$ cat src/rtl/ctl_pkg.sv
`timescale 1ns / 1ps

package ctl_pkg;

  localparam int LINE_BITS = 16;
  localparam int COL_BITS  = 12;

  localparam int LINE_W = 16;
  localparam int COL_W  = 12;
  localparam int LEN_W  = 12;

  localparam logic [LINE_BITS-1:0] LINE_MAX = {LINE_BITS{1'b1}};
  localparam logic [COL_BITS-1:0]  COL_MAX  = {COL_BITS{1'b1}};

  localparam int QDEPTH    = 4;
  localparam int QPTR_BITS = $clog2(QDEPTH);
  localparam int QCNT_BITS = $clog2(QDEPTH + 1);

  localparam logic [7:0] CH_NUL   = 8'h00;
  localparam logic [7:0] CH_NL    = 8'h0A;
  localparam logic [7:0] CH_SPACE = 8'h20;
  localparam logic [7:0] CH_COLON = 8'h3A;
  localparam logic [7:0] CH_DASH  = 8'h2D;
  localparam logic [7:0] CH_OPEN  = 8'h28;
  localparam logic [7:0] CH_CLOSE = 8'h29;
  localparam logic [7:0] CH_COMMA = 8'h2C;
  localparam logic [7:0] CH_SEMI  = 8'h3B;
  localparam logic [7:0] CH_DOT   = 8'h2E;
  localparam logic [7:0] CH_UNDER = 8'h5F;

  typedef enum logic [3:0] {
    KIND_IDENT = 4'd0,
    KIND_OPEN  = 4'd1,
    KIND_CLOSE = 4'd2,
    KIND_COMMA = 4'd3,
    KIND_SEMI  = 4'd4,
    KIND_DOT   = 4'd5,
    KIND_NECK  = 4'd6,
    KIND_END   = 4'd7,
    KIND_ERROR = 4'd8
  } kind_e;

  typedef struct packed {
    kind_e             kind;
    logic [LINE_W-1:0] line;
    logic [COL_W-1:0]  column;
    logic [LEN_W-1:0]  length;
  } result_t;

  // one queue entry holds every word caused by one character
  typedef struct packed {
    logic    two;
    result_t r0;
    result_t r1;
  } entry_t;

  function automatic logic is_letter(input logic [7:0] c);
    return (c == CH_UNDER) || (c >= 8'h61 && c <= 8'h7A) || (c >= 8'h41 && c <= 8'h5A);
  endfunction

  function automatic logic is_digit(input logic [7:0] c);
    return c >= 8'h30 && c <= 8'h39;
  endfunction

endpackage

$ cat src/rtl/ctl_front.sv
`timescale 1ns / 1ps

module ctl_front (
  input  logic            clk_i,
  input  logic            rst_ni,
  input  logic            in_valid_i,
  output logic            in_ready_o,
  input  logic [7:0]      in_ch_i,
  output logic            push_o,
  output ctl_pkg::entry_t push_entry_o,
  input  logic            q_full_i
);
  import ctl_pkg::*;

  typedef enum logic [3:0] {
    MODE_IDLE  = 4'b0001,
    MODE_IDENT = 4'b0010,
    MODE_NECK  = 4'b0100,
    MODE_ERROR = 4'b1000
  } mode_e;

  mode_e                mode_q, mode_d;
  logic [LINE_BITS-1:0] lc_q, lc_d;
  logic [COL_BITS-1:0]  cc_q, cc_d;
  logic [COL_BITS-1:0]  il_q, il_d;

  logic                 accept;
  logic [LINE_BITS-1:0] pos_line;
  logic [COL_BITS-1:0]  pos_col;
  logic [LINE_W-1:0]    out_line;
  logic [COL_W-1:0]     out_col;

  // decode of a character at token start
  logic  ic_emit;
  kind_e ic_kind;
  mode_e ic_mode;
  logic  ic_clear;
  logic  ic_ident;

  logic    emit0, emit1, do_clear;
  result_t res0, res1;

  assign accept     = in_valid_i && !q_full_i;
  assign in_ready_o = !q_full_i;

  always_comb begin
    lc_d = lc_q;
    cc_d = cc_q;
    if (in_ch_i == CH_NL) begin
      lc_d     = (lc_q != LINE_MAX) ? lc_q + 1'b1 : lc_q;
      cc_d     = COL_MAX;
      pos_line = (lc_d != '0) ? lc_d - 1'b1 : '0;
      pos_col  = cc_q + 1'b1;
    end else begin
      if (cc_q == COL_MAX) begin
        cc_d = '0;
      end else if (cc_q < COL_MAX - 1'b1) begin
        cc_d = cc_q + 1'b1;
      end
      pos_line = lc_q;
      pos_col  = cc_d;
    end
  end

  assign out_line = LINE_W'(pos_line);
  assign out_col  = COL_W'(pos_col);

  always_comb begin
    ic_emit  = 1'b0;
    ic_kind  = KIND_ERROR;
    ic_mode  = MODE_IDLE;
    ic_clear = 1'b0;
    ic_ident = 1'b0;
    priority if (in_ch_i == CH_COLON) begin
      ic_mode = MODE_NECK;
    end else if (is_letter(in_ch_i)) begin
      ic_mode  = MODE_IDENT;
      ic_ident = 1'b1;
    end else if (in_ch_i == CH_OPEN) begin
      ic_emit = 1'b1;
      ic_kind = KIND_OPEN;
    end else if (in_ch_i == CH_CLOSE) begin
      ic_emit = 1'b1;
      ic_kind = KIND_CLOSE;
    end else if (in_ch_i == CH_COMMA) begin
      ic_emit = 1'b1;
      ic_kind = KIND_COMMA;
    end else if (in_ch_i == CH_SEMI) begin
      ic_emit = 1'b1;
      ic_kind = KIND_SEMI;
    end else if (in_ch_i == CH_DOT) begin
      ic_emit = 1'b1;
      ic_kind = KIND_DOT;
    end else if (in_ch_i == CH_SPACE || in_ch_i == CH_NL) begin
      ic_emit = 1'b0;
    end else if (in_ch_i == CH_NUL) begin
      ic_emit  = 1'b1;
      ic_kind  = KIND_END;
      ic_clear = 1'b1;
    end else begin
      ic_emit = 1'b1;
      ic_kind = KIND_ERROR;
      ic_mode = MODE_ERROR;
    end
  end

  always_comb begin
    mode_d   = mode_q;
    il_d     = il_q;
    emit0    = 1'b0;
    emit1    = 1'b0;
    do_clear = 1'b0;
    res0     = '{kind: KIND_ERROR, line: out_line, column: out_col, length: '0};
    res1     = '{kind: ic_kind, line: out_line, column: out_col, length: '0};
    unique case (mode_q)
      MODE_NECK: begin
        emit0 = 1'b1;
        if (in_ch_i == CH_DASH) begin
          res0.kind   = KIND_NECK;
          res0.column = COL_W'((pos_col != '0) ? pos_col - 1'b1 : '0);
          res0.length = LEN_W'(2);
          mode_d      = MODE_IDLE;
        end else if (in_ch_i == CH_NUL) begin
          do_clear = 1'b1;
        end else begin
          mode_d = MODE_ERROR;
        end
      end
      MODE_ERROR: begin
        do_clear = (in_ch_i == CH_NUL);
      end
      MODE_IDENT: begin
        if (is_letter(in_ch_i) || is_digit(in_ch_i)) begin
          if (il_q != COL_MAX) begin
            il_d = il_q + 1'b1;
          end
        end else begin
          // identifier ends here, then this character starts afresh
          emit0       = 1'b1;
          res0.kind   = KIND_IDENT;
          res0.column = COL_W'((pos_col >= il_q) ? pos_col - il_q : '0);
          res0.length = LEN_W'(il_q);
          emit1       = ic_emit;
          mode_d      = ic_mode;
          il_d        = ic_ident ? COL_BITS'(1) : '0;
          do_clear    = ic_clear;
        end
      end
      default: begin
        emit0     = ic_emit;
        res0.kind = ic_kind;
        mode_d    = ic_mode;
        if (ic_ident) begin
          il_d = COL_BITS'(1);
        end
        do_clear = ic_clear;
      end
    endcase
  end

  assign push_o            = accept && emit0;
  assign push_entry_o.two  = emit1;
  assign push_entry_o.r0   = res0;
  assign push_entry_o.r1   = res1;

  always_ff @(posedge clk_i or negedge rst_ni) begin
    if (!rst_ni) begin
      mode_q <= MODE_IDLE;
      lc_q   <= '0;
      cc_q   <= COL_MAX;
      il_q   <= '0;
    end else if (accept) begin
      if (do_clear) begin
        mode_q <= MODE_IDLE;
        lc_q   <= '0;
        cc_q   <= COL_MAX;
        il_q   <= '0;
      end else begin
        mode_q <= mode_d;
        lc_q   <= lc_d;
        cc_q   <= cc_d;
        il_q   <= il_d;
      end
    end
  end

endmodule

$ cat src/rtl/ctl_queue.sv
`timescale 1ns / 1ps

module ctl_queue (
  input  logic            clk_i,
  input  logic            rst_ni,
  input  logic            push_i,
  input  ctl_pkg::entry_t push_entry_i,
  output logic            full_o,
  output logic            valid_o,
  output ctl_pkg::entry_t head_o,
  input  logic            pop_i
);
  import ctl_pkg::*;

  entry_t               mem_q [QDEPTH];
  logic [QPTR_BITS-1:0] wr_q, rd_q;
  logic [QCNT_BITS-1:0] cnt_q;

  assign full_o  = (cnt_q == QCNT_BITS'(QDEPTH));
  assign valid_o = (cnt_q != '0);
  assign head_o  = mem_q[rd_q];

  always_ff @(posedge clk_i) begin
    if (push_i) begin
      mem_q[wr_q] <= push_entry_i;
    end
  end

  always_ff @(posedge clk_i or negedge rst_ni) begin
    if (!rst_ni) begin
      wr_q  <= '0;
      rd_q  <= '0;
      cnt_q <= '0;
    end else begin
      if (push_i) begin
        wr_q <= wr_q + 1'b1;
      end
      if (pop_i) begin
        rd_q <= rd_q + 1'b1;
      end
      if (push_i && !pop_i) begin
        cnt_q <= cnt_q + 1'b1;
      end else if (pop_i && !push_i) begin
        cnt_q <= cnt_q - 1'b1;
      end
    end
  end

endmodule

$ cat src/rtl/ctl_back.sv
`timescale 1ns / 1ps

module ctl_back (
  input  logic             clk_i,
  input  logic             rst_ni,
  input  logic             q_valid_i,
  input  ctl_pkg::entry_t  head_i,
  output logic             pop_o,
  output logic             out_valid_o,
  input  logic             out_ready_i,
  output ctl_pkg::result_t out_res_o,
  output logic             out_last_o
);
  import ctl_pkg::*;

  logic    valid_q, valid_d;
  logic    sel_q, sel_d;
  result_t res_q;
  logic    last_q;
  logic    load;

  assign load = !valid_q || out_ready_i;

  always_comb begin
    valid_d = valid_q;
    sel_d   = sel_q;
    pop_o   = 1'b0;
    if (load) begin
      valid_d = q_valid_i;
      if (q_valid_i) begin
        // second word of a pair goes out on the next load
        pop_o = !head_i.two || sel_q;
        sel_d = head_i.two && !sel_q;
      end
    end
  end

  always_ff @(posedge clk_i) begin
    if (load && q_valid_i) begin
      res_q  <= sel_q ? head_i.r1 : head_i.r0;
      last_q <= !head_i.two || sel_q;
    end
  end

  always_ff @(posedge clk_i or negedge rst_ni) begin
    if (!rst_ni) begin
      valid_q <= 1'b0;
      sel_q   <= 1'b0;
    end else begin
      valid_q <= valid_d;
      sel_q   <= sel_d;
    end
  end

  assign out_valid_o = valid_q;
  assign out_res_o   = res_q;
  assign out_last_o  = last_q;

endmodule

$ cat src/rtl/clause_token_lexer_unit.sv
`timescale 1ns / 1ps
// channel   dir  tdata                          tuser  tlast
// s_axis    in   ch[7:0]                        -      -
// m_axis    out  line, column, length (40 bits) kind   last word of a character
//
// one character is taken per cycle while the result queue has room.
// a character causes zero, one or two words; the output register sends one
// word per cycle while the sink is ready, the two words of a pair in turn.
// the four-entry queue between lexer and output lets a stalled sink hold
// the output while characters keep coming until the queue fills.
// reset clears lexer state, queue and output valid; a nul does the same
// for the lexer state only.

module clause_token_lexer_unit (
  input  logic        clk_i,
  input  logic        rst_ni,
  input  logic        s_axis_tvalid_i,
  output logic        s_axis_tready_o,
  input  logic [7:0]  s_axis_tdata_i,   // ch[7:0]
  output logic        m_axis_tvalid_o,
  input  logic        m_axis_tready_i,
  output logic [39:0] m_axis_tdata_o,   // line[15:0], column[27:16], length[39:28]
  output logic [3:0]  m_axis_tuser_o,   // kind[3:0]
  output logic        m_axis_tlast_o
);
  import ctl_pkg::*;

  logic    push, full, q_valid, pop;
  entry_t  push_entry, head;
  result_t out_res;

  ctl_front u_front (
    .clk_i       (clk_i),
    .rst_ni      (rst_ni),
    .in_valid_i  (s_axis_tvalid_i),
    .in_ready_o  (s_axis_tready_o),
    .in_ch_i     (s_axis_tdata_i),
    .push_o      (push),
    .push_entry_o(push_entry),
    .q_full_i    (full)
  );

  ctl_queue u_queue (
    .clk_i       (clk_i),
    .rst_ni      (rst_ni),
    .push_i      (push),
    .push_entry_i(push_entry),
    .full_o      (full),
    .valid_o     (q_valid),
    .head_o      (head),
    .pop_i       (pop)
  );

  ctl_back u_back (
    .clk_i      (clk_i),
    .rst_ni     (rst_ni),
    .q_valid_i  (q_valid),
    .head_i     (head),
    .pop_o      (pop),
    .out_valid_o(m_axis_tvalid_o),
    .out_ready_i(m_axis_tready_i),
    .out_res_o  (out_res),
    .out_last_o (m_axis_tlast_o)
  );

  assign m_axis_tdata_o = {out_res.length, out_res.column, out_res.line};
  assign m_axis_tuser_o = out_res.kind;

endmodule

$ cat config.mk
export PLATFORM = sky130hd
export DESIGN_NAME = clause_token_lexer_unit
export DESIGN_NICKNAME = d
export VERILOG_FILES = /design/src/rtl/ctl_pkg.sv /design/src/rtl/ctl_front.sv /design/src/rtl/ctl_queue.sv /design/src/rtl/ctl_back.sv /design/src/rtl/clause_token_lexer_unit.sv
export SDC_FILE = /design/constraint.sdc
export NUM_CORES = 1
export LEC_CHECK = 0
export ABC_AREA = 0
export BUFFER_PORTS_ARGS = -buffer_cell sky130_fd_sc_hd__buf_2
export CORE_MARGIN = 2
export CORE_UTILIZATION = 56
export DETAILED_ROUTE_END_ITERATION = 8
export GPL_ROUTABILITY_DRIVEN = 0
export PLACE_DENSITY = 0.76
export RECOVER_POWER = 50
export SETUP_SLACK_MARGIN = 0.15
export SYNTH_ARGS = -nofsm -noshare
export SYNTH_HDL_FRONTEND = slang
export SYNTH_SLANG_ARGS = --single-unit
$ cat constraint.sdc
create_clock -name clk_i -period 3.87 [get_ports clk_i]
set_input_delay 0.387 -clock clk_i [delete_from_list [all_inputs] [get_ports clk_i]]
set_output_delay 0.387 -clock clk_i [all_outputs]
set_load 0.005 [all_outputs]
# Yosys cells after proc, flatten, opt, wreduce, memory -nomap -nowiden
# Memories as Yosys holds them, arrays and structs flattened.
# Cells that the tools add are included.
op_classes:
  n_addsub: 10
  order_cmp: 8
  eq_ne: 22
  mux: 80
  reduce_logical: 33
ops:
  columns: ["operator", "count"]
  rows:
  - ["12-bit 2-to-1 mux", 11]
  - ["4-bit 2-to-1 mux", 24]
  - ["16-bit 2-to-1 mux", 5]
  - ["8-bit by 6-bit == test with 1-bit output (second input constant)", 8]
  - ["24-bit 2-to-1 mux", 2]
  - ["24-bit case mux with 2 select lines", 1]
  - ["44-bit 2-to-1 mux", 1]
  - ["1-bit 2-to-1 mux", 29]
  - ["12-bit by 1-bit adder with 12-bit output (second input constant)", 2]
  - ["12-bit case mux with 2 select lines", 1]
  - ["4-bit case mux with 3 select lines", 2]
  - ["16-bit by 1-bit adder with 16-bit output (second input constant)", 1]
  - ["8-bit by 7-bit >= comparator with 1-bit output (second input constant)", 2]
  - ["8-bit by 7-bit <= comparator with 1-bit output (second input constant)", 2]
  - ["16-bit != test (second input constant)", 1]
  - ["16-bit nonzero test", 1]
  - ["16-bit by 1-bit subtractor with 16-bit output (second input constant)", 1]
  - ["12-bit == test (second input constant)", 1]
  - ["12-bit >= comparator", 1]
  - ["12-bit less-than comparator (second input constant)", 1]
  - ["12-bit != test (second input constant)", 1]
  - ["12-bit nonzero test", 1]
  - ["12-bit by 1-bit subtractor with 12-bit output (second input constant)", 1]
  - ["12-bit subtractor", 1]
  - ["25 further kinds", 52]
totals:
  register_bits: 98
  ram_bits: 308
  inputBits: 12
  out_inout_bits: 47
  word_cells: 168
  memories: 1
mem_list:
  columns: ["memory", "words", "word_bits", "rd", "rd_clocked_by_memory_dff", "wr", "line_no", "source"]
  rows:
  - ["u_queue.mem_q", 4, 77, 1, 0, 1, "ctl_queue.sv:15", "entry_t mem_q [QDEPTH];"]

# Logic depth before layout (Yosys ltp)
# Gate-level depths: netlist (run 1).
depth:
  depth_word: 16
  ltp_mapped: 18
  ltp_nobuf: 16

# Cells and area by module
# Synthesis (run 1) repeated with hierarchy kept, for this count alone.
hier_totals:
  cells_unflattened: 1361
  hier_area_um2: 20988.9
modules_own_cells:
  columns: ["module", "n_inst", "cells_per_inst", "area_per_inst_um2", "seq_area_each_um2"]
  rows:
  - ["ctl_queue", 1, 499, 13326.5, 10865.4]
  - ["ctl_front", 1, 758, 5482.8, 1117.3]
  - ["ctl_back", 1, 104, 2179.6, 1401.3]

# Worst setup path before layout (run 1)
# No wires, ideal clock.
synth_path:
  path_type: "flip-flop to flip-flop"
  from: "reg u_queue.cnt_q[0]"
  to: "reg u_queue.cnt_q[1]"
  setup_ps: 125
  arrival_time_ps: 4135
  t_required_ps: 3745
  path_slack_ps: -390
  stages_incl_launch_ff: 9
  path_buffers: 0
  synth_period_minus_slack_ps: 4260
  path_cell_list: "dfrtp_1 nor3_1 a21oi_1 and2_1 inv_1 ha_1 inv_1 fa_1 mux2_2"
synth_via:
  elab_chain_len: 7
  elab_cells_between_ends: 16
  cone_classes: "add/sub: 2; eq/ne: 1; mux: 4; reduce/logical: 9"
synth_lines:
  columns: ["item", "line_no", "source"]
  rows:
  - ["start: declaration", "ctl_queue.sv:17", "logic [QCNT_BITS-1:0] cnt_q;"]
  - ["start signal: assignment", "ctl_queue.sv:42", "cnt_q <= cnt_q + 1'b1;"]
  - ["start signal: assignment", "ctl_queue.sv:44", "cnt_q <= cnt_q - 1'b1;"]
  - ["parallel branches: the longest is 7 deep, another holds 3-bit by 1-bit subtractor with 3-bit output", null, null]
# Parallel ways; which one is timed is not known. The select of a mux whose other input is x is not followed.
# A chain may end at the register's enable or synchronous reset.

==> out/metrics.csv, run 1 <==
stage;metric;value;unit
job;Max Cap Violations;1;
sta;WHS;69.7;ps
clock_tree;TritonCTS clock tree;yes;
setup_path;Reg2Reg Setup Slack;50;ps
route;Avg Vias per Cell;6.26;
floorplanning;starting density of the core;57.2;%
floorplanning;total die area;30000;µm²
cells_and_area;final core occ;66.5;%
floorplanning;core area;28000;µm²
synth;largest cells by area after synthesis;edfxtp_1, mux4_2, dfrtp_1;
clock_tree;Hold Buf Count CTS;0;
cells_and_area;share of layout cells above drive strength 1;26.2;%
cells_and_area;NumNets Final;1311;
sta;Setup-failing EPs final;0;
route;Via Count;10506;
sta;Hold Vio Cnt, Final;0;
cells_and_area;n_diodes;0;
route;DRT antenna net count;0;
synth;cell taking the most area after synthesis;edfxtp_1;
clock_tree;CTS buffer count;36;
global_route;grt ovf;0;
power;cell leakage power;6.62;nW
global_route;GRT Total Usage;24.1;%
synth;Mean Syn Cell Area;14.0;µm²
floorplanning;IO Pins;59;
sta;Slew @ Worst Pin;2950;ps
setup_path;critical path fanouts, max;5;
synth;Seq/Total Area, Yosys;62.5;%
power;Total Power;0.0138;W
global_route;pin count of the biggest net entering global routing;62;
floorplanning;Die Span X;173;µm
status;failing checks;capacitance limit, slew limit;
setup_path;worst setup path start;u_front.cc_q[1];
sta;final slew viol count;54;
sta;fin crit share;98.6;%
cells_and_area;final-layout fill cell count;1972;
global_route;first-pass GRT wire length;57300;µm
status;outcome;finished with violations;
synth;Syn Nets;1185;
setup_path;CP Capture Type;flop;
placed_design;Post-DP HPWL;22200;µm
setup_path;reg2reg start;u_front.cc_q[1];
placed_design;IO Port Bufs;58;
setup_path;startpoint class of the critical path;flop;
setup_path;Worst EP arrival;4070;ps
global_route;initial antenna violation count;0;
global_route;number of global-route vias before repair;10467;
synth;synth warn;0;
synth;number of synthesized flops with an enable pin;289;
synth;post-synth top area share;54.1;%
worst_hold_path;WHS Endpoint;u_back.out_valid_o;
clock_tree;clock sink count;342;
synth;Async S/R FF share, synth;15.5;%
sta;Layout Skew;24.0;ps
setup_path;Critical Path RT;4120;ps
sta;RSZ-0062 raised after global routing;true;
placed_design;# placed instances;1596;
synth;Post-Synthesis Cells;1148;
sta;setup TNS;0;ps
clock_tree;clock root buffer;clkbuf_16;
cells_and_area;area delta synth->final;16.3;%
synth;Synth cell types;88;
sta;min cycle time layout;3820;ps
route;drc violations;0;
synth;Top FF cell, synth;edfxtp_1;
clock_tree;H-tree depth;2;
synth;Synth top cells by count;edfxtp_1, nand2_1, mux4_2, nor2_1, o21ai_0;
route;Pre-antenna DRT Iters;6;
setup_path;FF-to-FF End;u_queue.mem_q[2][54];
worst_hold_path;WHS Path Cells;2;
worst_hold_path;min-delay src;m_axis_tready_i;
sta;worst relative slew slack;-96.5;%
floorplanning;DIE HEIGHT;173;µm
clock_tree;clock latency on the worst-skew pair;530;ps
synth;Synth Register Bits;342;
sta;Max Freq;262;MHz
setup_path;Setup Crit Path Kind;flop to flop;
clock_tree;clk buf depth;3;
power;VDD IR max;0.556;mV
synth;mapped cell area;16000;µm²
route;routed len/inst;21.3;µm
setup_path;Worst R2R Path Depth;16;
clock_tree;clk slew on worst S/H paths;60;ps
synth;most frequent cell after synthesis;edfxtp_1;
route;final WL;35800;µm
floorplanning;Std-Cell Rows;61;
cells_and_area;Finished Layout Cells;1679;
power;Pwr Density;742;nW/µm²
worst_hold_path;Worst Hold Class;input port to flop;
route;DR iter-0 viols;1123;
-- power breakdown --
group	internal, W	switching [W]
Combinational	0.00222	0.00279
Sequential	0.00523	0.000252
Clock	0.00196	0.00138
-- cell usage in the layout, fill, tap and decap left out, types with 7 or more instances in the layout --
cell       count
nor2b_1       20
ha_1          20
inv_1         37
nor2_1        60
nand3_1       37
nand4_1       18
nor3_1        32
nand2_1       80
nor4_1        11
buf_2         41
xor2_1        14
buf_4         84
clkinv_2       7
edfxtp_1     289
a21oi_1       44
o31ai_1       15
dfstp_2       13
clkbuf_16     38
a31oi_1        8
mux2_2        17
a21o_1         9
xnor2_1       27
mux4_2        61
o21ai_0       54
clkbuf_1      22
dfrtp_1       38
and3_1        17
-- how the worst max path moves through the flow --
| stage | cells after the start | endpoint |
|---|---|---|
| 2_1_floorplan | 17 | u_queue.mem_q[0][45] |
| 3_3_place_gp | 16 | u_queue.mem_q[0][54] |
| 3_5_place_dp | 16 | u_queue.mem_q[3][54] |
| 4_1_cts | 16 | u_queue.mem_q[2][54] |
| 5_1_grt | 17 | u_queue.mem_q[3][54] |
| 6_report | 16 | u_queue.mem_q[2][54] |
-- critical path, cell delays in order, from the launching register on --
cell	delay, ps
dfstp_2	560
ha_4	130
and3_4	190
nand3_4	70
nand2_2	80
a21o_1	130
o31a_1	190
ha_2	210
inv_2	40
fa_2	350
a21oi_2	190
o21ai_2	90
o41a_1	330
a41o_1	270
o221a_4	270
nor3b_1	150
a221o_1	310
-- metrics by stage --
stage / instance area (µm²) / worst slack [ps]
4_1_cts: 18500 / 143
6_report: 18600 / 52.9
2_1_floorplan: 16100 / -86.6
5_1_grt: 18600 / -80.4
3_5_place_dp: 17200 / -50.9
3_3_place_gp: 17200 / 11.8
-- sequential cells by signal, summed over array words and instances, names as in the netlist, 2 cells and up --
| register | cells |
|---|---|
| u_queue.mem_q | 244 |
| u_queue.cnt_q | 3 |
| u_queue.rd_q | 2 |
| u_queue.wr_q | 2 |
| u_front.cc_q | 12 |
| u_front.mode_q | 4 |
| u_front.lc_q | 16 |
| u_front.il_q | 12 |
| u_back.out_res_o | 44 |
-- logic make-up (layout without fill, tap and decap cells) --
family                     after synthesis  in the layout  share of synthesized area, %
DFF                                    342            342                          62.5
and+or+nand+nor                        338            338                          11.2
AOI/OAI and AO/OA                      218            219                          9.20
buffers and inverters                  100            252                          2.64
muxes                                   84             84                          10.1
xor gates and xnor gates                41             41                          2.24
adders and majority gates               25             25                          2.05
-- cell type report --
type                    instances  area, µm²  area share (%)
clock buffers                  43        980            5.26
clock inverters                22        185           0.994
inverters                      38        143           0.766
multi-input cells             707       5820            31.2
flip-flops and latches        342      10000            53.8
well taps                     378        473            2.54
repair buffers                149       1010            5.41
-- timing repair --
item,CTS,global route
resized for setup,10,24
pin swaps,9,14
buffers inserted,11,6
endpoints found under the setup margin,48,96
gates cloned,1,0
-- per-layer routing --
metal  part of all wire [%]  vias to the layer above  GRT usage, %
li1                       -                     4745             -
met1                     42                     5194          34.7
met2                     47                      474          38.2
met3                    7.5                       93          3.67
met4                    3.0                        0          8.12
met5                      0                        -             0
(Power assumes the default switching activity.)
==> inputs of run 2 (changes only) <==
ABC_AREA = 1   (was 0)
==> out/metrics.csv, run 2 <==
stage;metric;value;unit
status;outcome;finished with violations;
status;failing checks;capacitance limit, slew limit;
global_route;pin count of the biggest net entering global routing;106;
setup_path;Crit path top cell by count;a21oi_1;
global_route;grt ovf;0;
clock_tree;clock sink count;342;
setup_path;critical path fanouts, max;10;
global_route;first-pass GRT wire length;60300;µm
global_route;GRT Total Usage;24.9;%
placed_design;Placement Setup Slack;147;ps
setup_path;stages on the worst setup path;16;
setup_path;startpoint class of the critical path;flop;
synth;Mean Syn Cell Area;10.2;µm²
power;P_sw;0.00537;W
floorplanning;Std-Cell Rows;62;
clock_tree;TritonCTS clock tree;yes;
route;Pre-antenna DRT Iters;5;
synth;post-synth top area share;52.9;%
sta;Max Freq;282;MHz
clock_tree;clock root buffer;clkbuf_16;
worst_hold_path;WHS Path Cells;2;
global_route;initial antenna violation count;0;
setup_path;CP Capture Type;flop;
setup_path;Worst R2R Path Depth;16;
setup_path;CP Cell Sequence;ha_1, inv_1, nor2_4, buf_4, xor2_4, inv_2, ha_1, inv_1, o21ai_0, a21oi_1, nand2_1, a21oi_1, xor2_1, nor2_1, a21oi_1, nand3_1;
clock_tree;H-tree depth;2;
placed_design;Post-DP HPWL;24500;µm
route;drc violations;0;
cells_and_area;highest-count cells in the layout ignoring fill and taps;edfxtp_1, nor2_1, nand2_1;
cells_and_area;Largest Register;u_queue.mem_q;
sta;RSZ-0062 raised after global routing;false;
route;DR iter-0 viols;1186;
synth;cell taking the most area after synthesis;edfxtp_1;
job;Max Cap Violations;2;
synth;Synth cell types;52;
worst_hold_path;Worst Hold Class;input port to flop;
route;routed len/inst;18.1;µm
synth;Synth top cells by count;edfxtp_1, nor2_1, nand2_1, o21ai_0, inv_1;
cells_and_area;final-layout fill cell count;2173;
synth;Synth Register Bits;342;
synth;Synth Area in XOR/XNOR;2.17;%
global_route;number of global-route vias before repair;11572;
cells_and_area;most common cell after layout, fill and taps aside;edfxtp_1;
synth;largest family of logic cells by synthesized area;simple AND/OR/NAND/NOR gates;
route;Avg Vias per Cell;5.83;
synth;most frequent cell after synthesis;edfxtp_1;
setup_path;Worst EP arrival;3780;ps
placed_design;IO Port Bufs;58;
sta;final slew viol count;31;
power;Pwr Density;771;nW/µm²
synth;mapped cell area;16400;µm²
setup_path;Setup Crit Path Kind;flop to flop;
setup_path;CP max stage delay;580;ps
sta;Layout Skew;12.2;ps
synth;synth warn;0;
route;DRT antenna net count;0;
power;cell leakage power;6.94;nW
clock_tree;clock latency on the worst-skew pair;520;ps
synth;mux contribution to synthesized area;0.0687;%
sta;WHS;75.7;ps
synth;Compound-Gate Fraction of Synth Area;10.6;%
clock_tree;CTS buffer count;35;
floorplanning;total die area;30700;µm²
sta;fin crit share;91.5;%
power;Sequential Power Share;40.8;%
power;VDD IR max;0.463;mV
floorplanning;DIE HEIGHT;175;µm
cells_and_area;final core occ;63.6;%
synth;adder-cell share of the synthesized area;2.00;%
setup_path;CP max stage cell;dfstp_2;
cells_and_area;max reg flops;244;
cells_and_area;area delta synth->final;11.6;%
setup_path;CP bufs+invs;4;
cells_and_area;n_diodes;0;
route;final WL;38000;µm
sta;Setup-failing EPs final;0;
cells_and_area;NumNets Final;1725;
power;Clock power frac;22.3;%
power;Int Power;0.00874;W
power;sw frac;38.0;%
setup_path;Critical Path RT;4100;ps
sta;Slew @ Worst Pin;1640;ps
clock_tree;clk slew on worst S/H paths;60;ps
floorplanning;Die Span X;175;µm
synth;Async S/R FF share, synth;15.5;%
synth;Seq/Total Area, Yosys;61.1;%
synth;Top FF cell, synth;edfxtp_1;
floorplanning;starting density of the core;57.0;%
synth;largest cells by area after synthesis;edfxtp_1, nor2_1, dfrtp_1;
power;Total Power;0.0141;W
route;Via Count;12233;
synth;number of synthesized flops with an enable pin;289;
sta;slack of the critical path;327;ps
floorplanning;core area;28800;µm²
setup_path;Crit path max-delay family;compound AO/OA/AOI/OAI gates;
power;Comb pwr share;36.9;%
cells_and_area;share of layout cells above drive strength 1;11.6;%
sta;min cycle time layout;3540;ps
clock_tree;clk buf depth;3;
synth;Post-Synthesis Cells;1615;
synth;Syn Nets;1652;
synth;simple-gate area share of the yosys netlist;19.1;%
floorplanning;IO Pins;59;
sta;Hold Vio Cnt, Final;0;
sta;worst relative slew slack;-9.02;%
## run 2: cell types whose count changed in the layout (fill, tap and decap cells not counted), sizes merged, moves of 19 or more
cell / change
nor2: +242
nor2b: -20
inv: +104
buf: -67
o22ai: +44
o21ai: +116
nand3: +66
xnor2: -21
and3: -19
nand2: +143
mux4: -61
## run 2: area by class of cell
cell class | instances | area [µm²] | area share, %
Inverter | 145 | 544 | 2.98
Tap cell | 384 | 480 | 2.63
Timing Repair Buffer | 97 | 561 | 3.06
Clock buffer | 43 | 937 | 5.12
Clock inverter | 19 | 134 | 0.732
Multi-Input combinational cell | 1067 | 5620 | 30.7
Sequential cell | 342 | 10000 | 54.8
## run 2: path summary, 6_finish.rpt
path	start	endpoint	slack, ps
min	m_axis_tready_i	u_back.out_valid_o	80
max reg2reg	u_front.cc_q[0]	u_queue.mem_q[3][53]	330
max in group asynchronous	rst_ni	u_front.il_q[9]	1120
max	u_front.cc_q[0]	u_queue.mem_q[3][53]	330
min in group asynchronous	rst_ni	u_front.lc_q[6]	810
min reg2reg	u_front.mode_q[0]	u_front.mode_q[0]	500
## run 2: power groups by stage
stage | registers (W) | clock network (W) | logic (W)
2_1_floorplan | 0.00571 | 0 | 0.00350
6_report | 0.00575 | 0.00315 | 0.00521
3_5_place_dp | 0.00581 | 0 | 0.00511
5_1_grt | 0.00583 | 0.00334 | 0.00577
3_3_place_gp | 0.00578 | 0 | 0.00495
4_1_cts | 0.00575 | 0.00319 | 0.00517
## run 2: what timing repair did
action | CTS | global route
setup endpoints to repair | 8 | 48
endpoints found under the hold margin | 25 | 0
pin swaps | 0 | 1
hold buffers | 1 | 0
gates resized for setup | 2 | 11
setup buffers | 0 | 3
## run 2: per-stage QoR
stage          instances  cell area [µm²]  TNS, ps
2_1_floorplan       1615            16400  -174190
3_3_place_gp        2031            17300        0
3_5_place_dp        2031            17300        0
4_1_cts             2094            18400        0
5_1_grt             2097            18300        0
6_report            2097            18300        0
## run 2: logic make-up (layout without fill, tap and decap cells)
kind of cell | Yosys count | count (layout)
AND/OR/NAND/NOR | 699 | 699
flip-flops | 342 | 342
AO/OA/AOI/OAI | 304 | 304
buffers and inverters | 206 | 304
XOR/XNOR | 38 | 38
adder cells (fa/ha/maj) | 25 | 25
multiplexers | 1 | 1
## run 2: per-layer routing
metal  routed length [µm]  GRT usage (%)  vias up
met3                 3320           4.26       92
li1                     -              -     5762
met2                17300           38.2      532
met4                 1100           7.88        0
met5                    0              0        -
met1                16400           36.4     5847
==> inputs of run 3 (changes only) <==
CELL_PAD_IN_SITES_DETAIL_PLACEMENT = 2   (was default)
CELL_PAD_IN_SITES_GLOBAL_PLACEMENT = 2   (was default)
CORE_UTILIZATION = 37   (was 56)
PLACE_DENSITY = default   (was 0.76)
PLACE_DENSITY_LB_ADDON = 0.1   (was default)
==> out/metrics.csv, run 3 (synthesized netlist as in run 2, its figures left out) <==
stage;metric;value;unit
cells_and_area;final-layout fill cell count;4730;
route;final WL;54600;µm
cells_and_area;max reg flops;244;
setup_path;CP Cell Sequence;ha_1, inv_1, nor2_4, nand3_4, nand3_2, nand2_1, nand2_2, ha_1, inv_1, fa_1, nand3_1, nand3_2, nand3_1, o2111ai_1, buf_4, nand3_1, nand2_1, o211ai_1, nand3_2;
clock_tree;clock latency on the worst-skew pair;560;ps
floorplanning;starting density of the core;37.2;%
setup_path;critical path fanouts, max;7;
clock_tree;H-tree depth;2;
cells_and_area;most common cell after layout, fill and taps aside;edfxtp_1;
setup_path;Setup Crit Path Kind;flop to flop;
setup_path;Worst EP arrival;3830;ps
status;outcome;finished with violations;
floorplanning;Die Span X;215;µm
power;Pwr Density;804;nW/µm²
status;failing checks;capacitance limit, slew limit;
setup_path;CP max stage delay;610;ps
cells_and_area;highest-count cells in the layout ignoring fill and taps;edfxtp_1, nor2_1, nand2_1;
cells_and_area;final core occ;43.1;%
sta;min cycle time layout;3550;ps
route;Via Count;12573;
power;cell leakage power;7.12;nW
route;Avg Vias per Cell;5.39;
sta;RSZ-0062 raised after global routing;false;
cells_and_area;n_diodes;0;
sta;fin crit share;91.7;%
cells_and_area;Reg area;10000;µm²
floorplanning;IO Pins;59;
placed_design;IO Port Bufs;58;
job;Max Cap Violations;3;
floorplanning;total die area;46000;µm²
sta;Max Freq;282;MHz
cells_and_area;NumNets Final;1749;
route;DRT antenna net count;0;
sta;worst relative slew slack;-23.2;%
cells_and_area;area of the multi-input gates;5710;µm²
global_route;pin count of the biggest net entering global routing;70;
cells_and_area;Largest Register;u_queue.mem_q;
global_route;first-pass GRT wire length;83900;µm
floorplanning;core area;44000;µm²
sta;final slew viol count;85;
floorplanning;DIE HEIGHT;215;µm
power;Total Power;0.0153;W
sta;Slew @ Worst Pin;1850;ps
global_route;GRT Total Usage;23.9;%
floorplanning;Std-Cell Rows;77;
global_route;number of global-route vias before repair;13674;
route;Pre-antenna DRT Iters;4;
setup_path;startpoint class of the critical path;flop;
route;drc violations;0;
clock_tree;clock sink count;342;
clock_tree;clock root buffer;clkbuf_16;
worst_hold_path;Worst Hold Class;input port to flop;
global_route;grt ovf;0;
global_route;initial antenna violation count;2;
cells_and_area;area delta synth->final;15.8;%
setup_path;CP max stage cell;dfstp_2;
setup_path;Critical Path RT;4150;ps
placed_design;Post-DP HPWL;37900;µm
setup_path;CP Capture Type;flop;
route;routed len/inst;23.4;µm
sta;Setup-failing EPs final;0;
sta;Hold Vio Cnt, Final;0;
clock_tree;clk slew on worst S/H paths;60;ps
route;DR iter-0 viols;866;
clock_tree;CTS buffer count;39;
clock_tree;clk buf depth;3;
sta;Layout Skew;14.1;ps
cells_and_area;share of layout cells above drive strength 1;13.7;%
power;VDD IR max;0.315;mV
clock_tree;TritonCTS clock tree;yes;
-- run 3: changes by cell type in the layout (fill, tap and decap cells not counted), sizes merged --
cell,delta
buf,+20
clkbuf,+5
bufinv,+1
clkinvlp,-1
inv,+1
nand3,+1
-- run 3: cell type report --
class,count,area share [%]
Clock buffer,49,5.34
Clock inverter,20,0.903
Inverter,145,2.87
Multi-Input combinational cell,1068,30.1
Sequential cell,342,52.8
Tap cell,592,3.90
Timing Repair Buffer,116,4.09
-- run 3: power by group --
part	total [W]	leakage [nW]	internal, W	switching, W
sequential	0.00575	3.23	0.00534	0.000411
clock	0.00354	0.575	0.00200	0.00154
combinational	0.00598	3.32	0.00178	0.00421
total	0.0153	7.12	0.00911	0.00616
-- run 3: routing by layer --
metal | share of wire, % | global-route usage (%) | vias up | wire length (µm)
li1 | - | - | 5807 | -
met2 | 48 | 40.0 | 230 | 26300
met3 | 4.0 | 3.45 | 63 | 2200
met4 | 1.9 | 5.53 | 0 | 1050
met1 | 46 | 32.9 | 6473 | 25100
met5 | 0 | 0 | - | 0
-- run 3: worst paths after layout --
check	start	to	slack, ps	cells after the start
max reg2reg	u_front.cc_q[0]	u_queue.mem_q[2][52]	320	19
min in group asynchronous	rst_ni	u_front.lc_q[5]	770	2
min	m_axis_tready_i	u_back.out_valid_o	50	2
max in group asynchronous	rst_ni	u_front.mode_q[3]	660	3
min reg2reg	u_front.mode_q[0]	u_front.mode_q[0]	500	2
max	u_front.cc_q[0]	u_queue.mem_q[2][52]	320	19
-- run 3: what timing repair did --
| action | CTS | global route |
|---|---|---|
| hold buffers | 1 | 0 |
| endpoints found under the setup margin | 32 | 48 |
| buffers inserted | 0 | 7 |
| pin swaps | 0 | 6 |
| hold endpoints to repair | 22 | 0 |
| gates resized for setup | 5 | 15 |
| gates cloned | 0 | 1 |
-- run 3: per-stage QoR --
step / cells / worst slack, ps / hold WS [ps] / TNS, ps / cell area, µm²
after detailed placement: 2254 / 95.3 / 451 / 0 / 17700
after floorplan: 1615 / -714 / 91.4 / -174190 / 16400
after global placement: 2254 / 263 / 447 / 0 / 17700
final: 2332 / 320 / 49.8 / 0 / 19000
after global routing: 2332 / 54.1 / 48.6 / 0 / 19000
after CTS: 2324 / 181 / 23.7 / 0 / 18900
-- run 3: worst max-delay path: cells and delay by family (launching register included) --
family	cells	cell delay, ps
adders and majority gates	3	800
DFF	1	610
and+or+nand+nor	11	1190
buffers and inverters	3	410
AOI/OAI and AO/OA	2	280
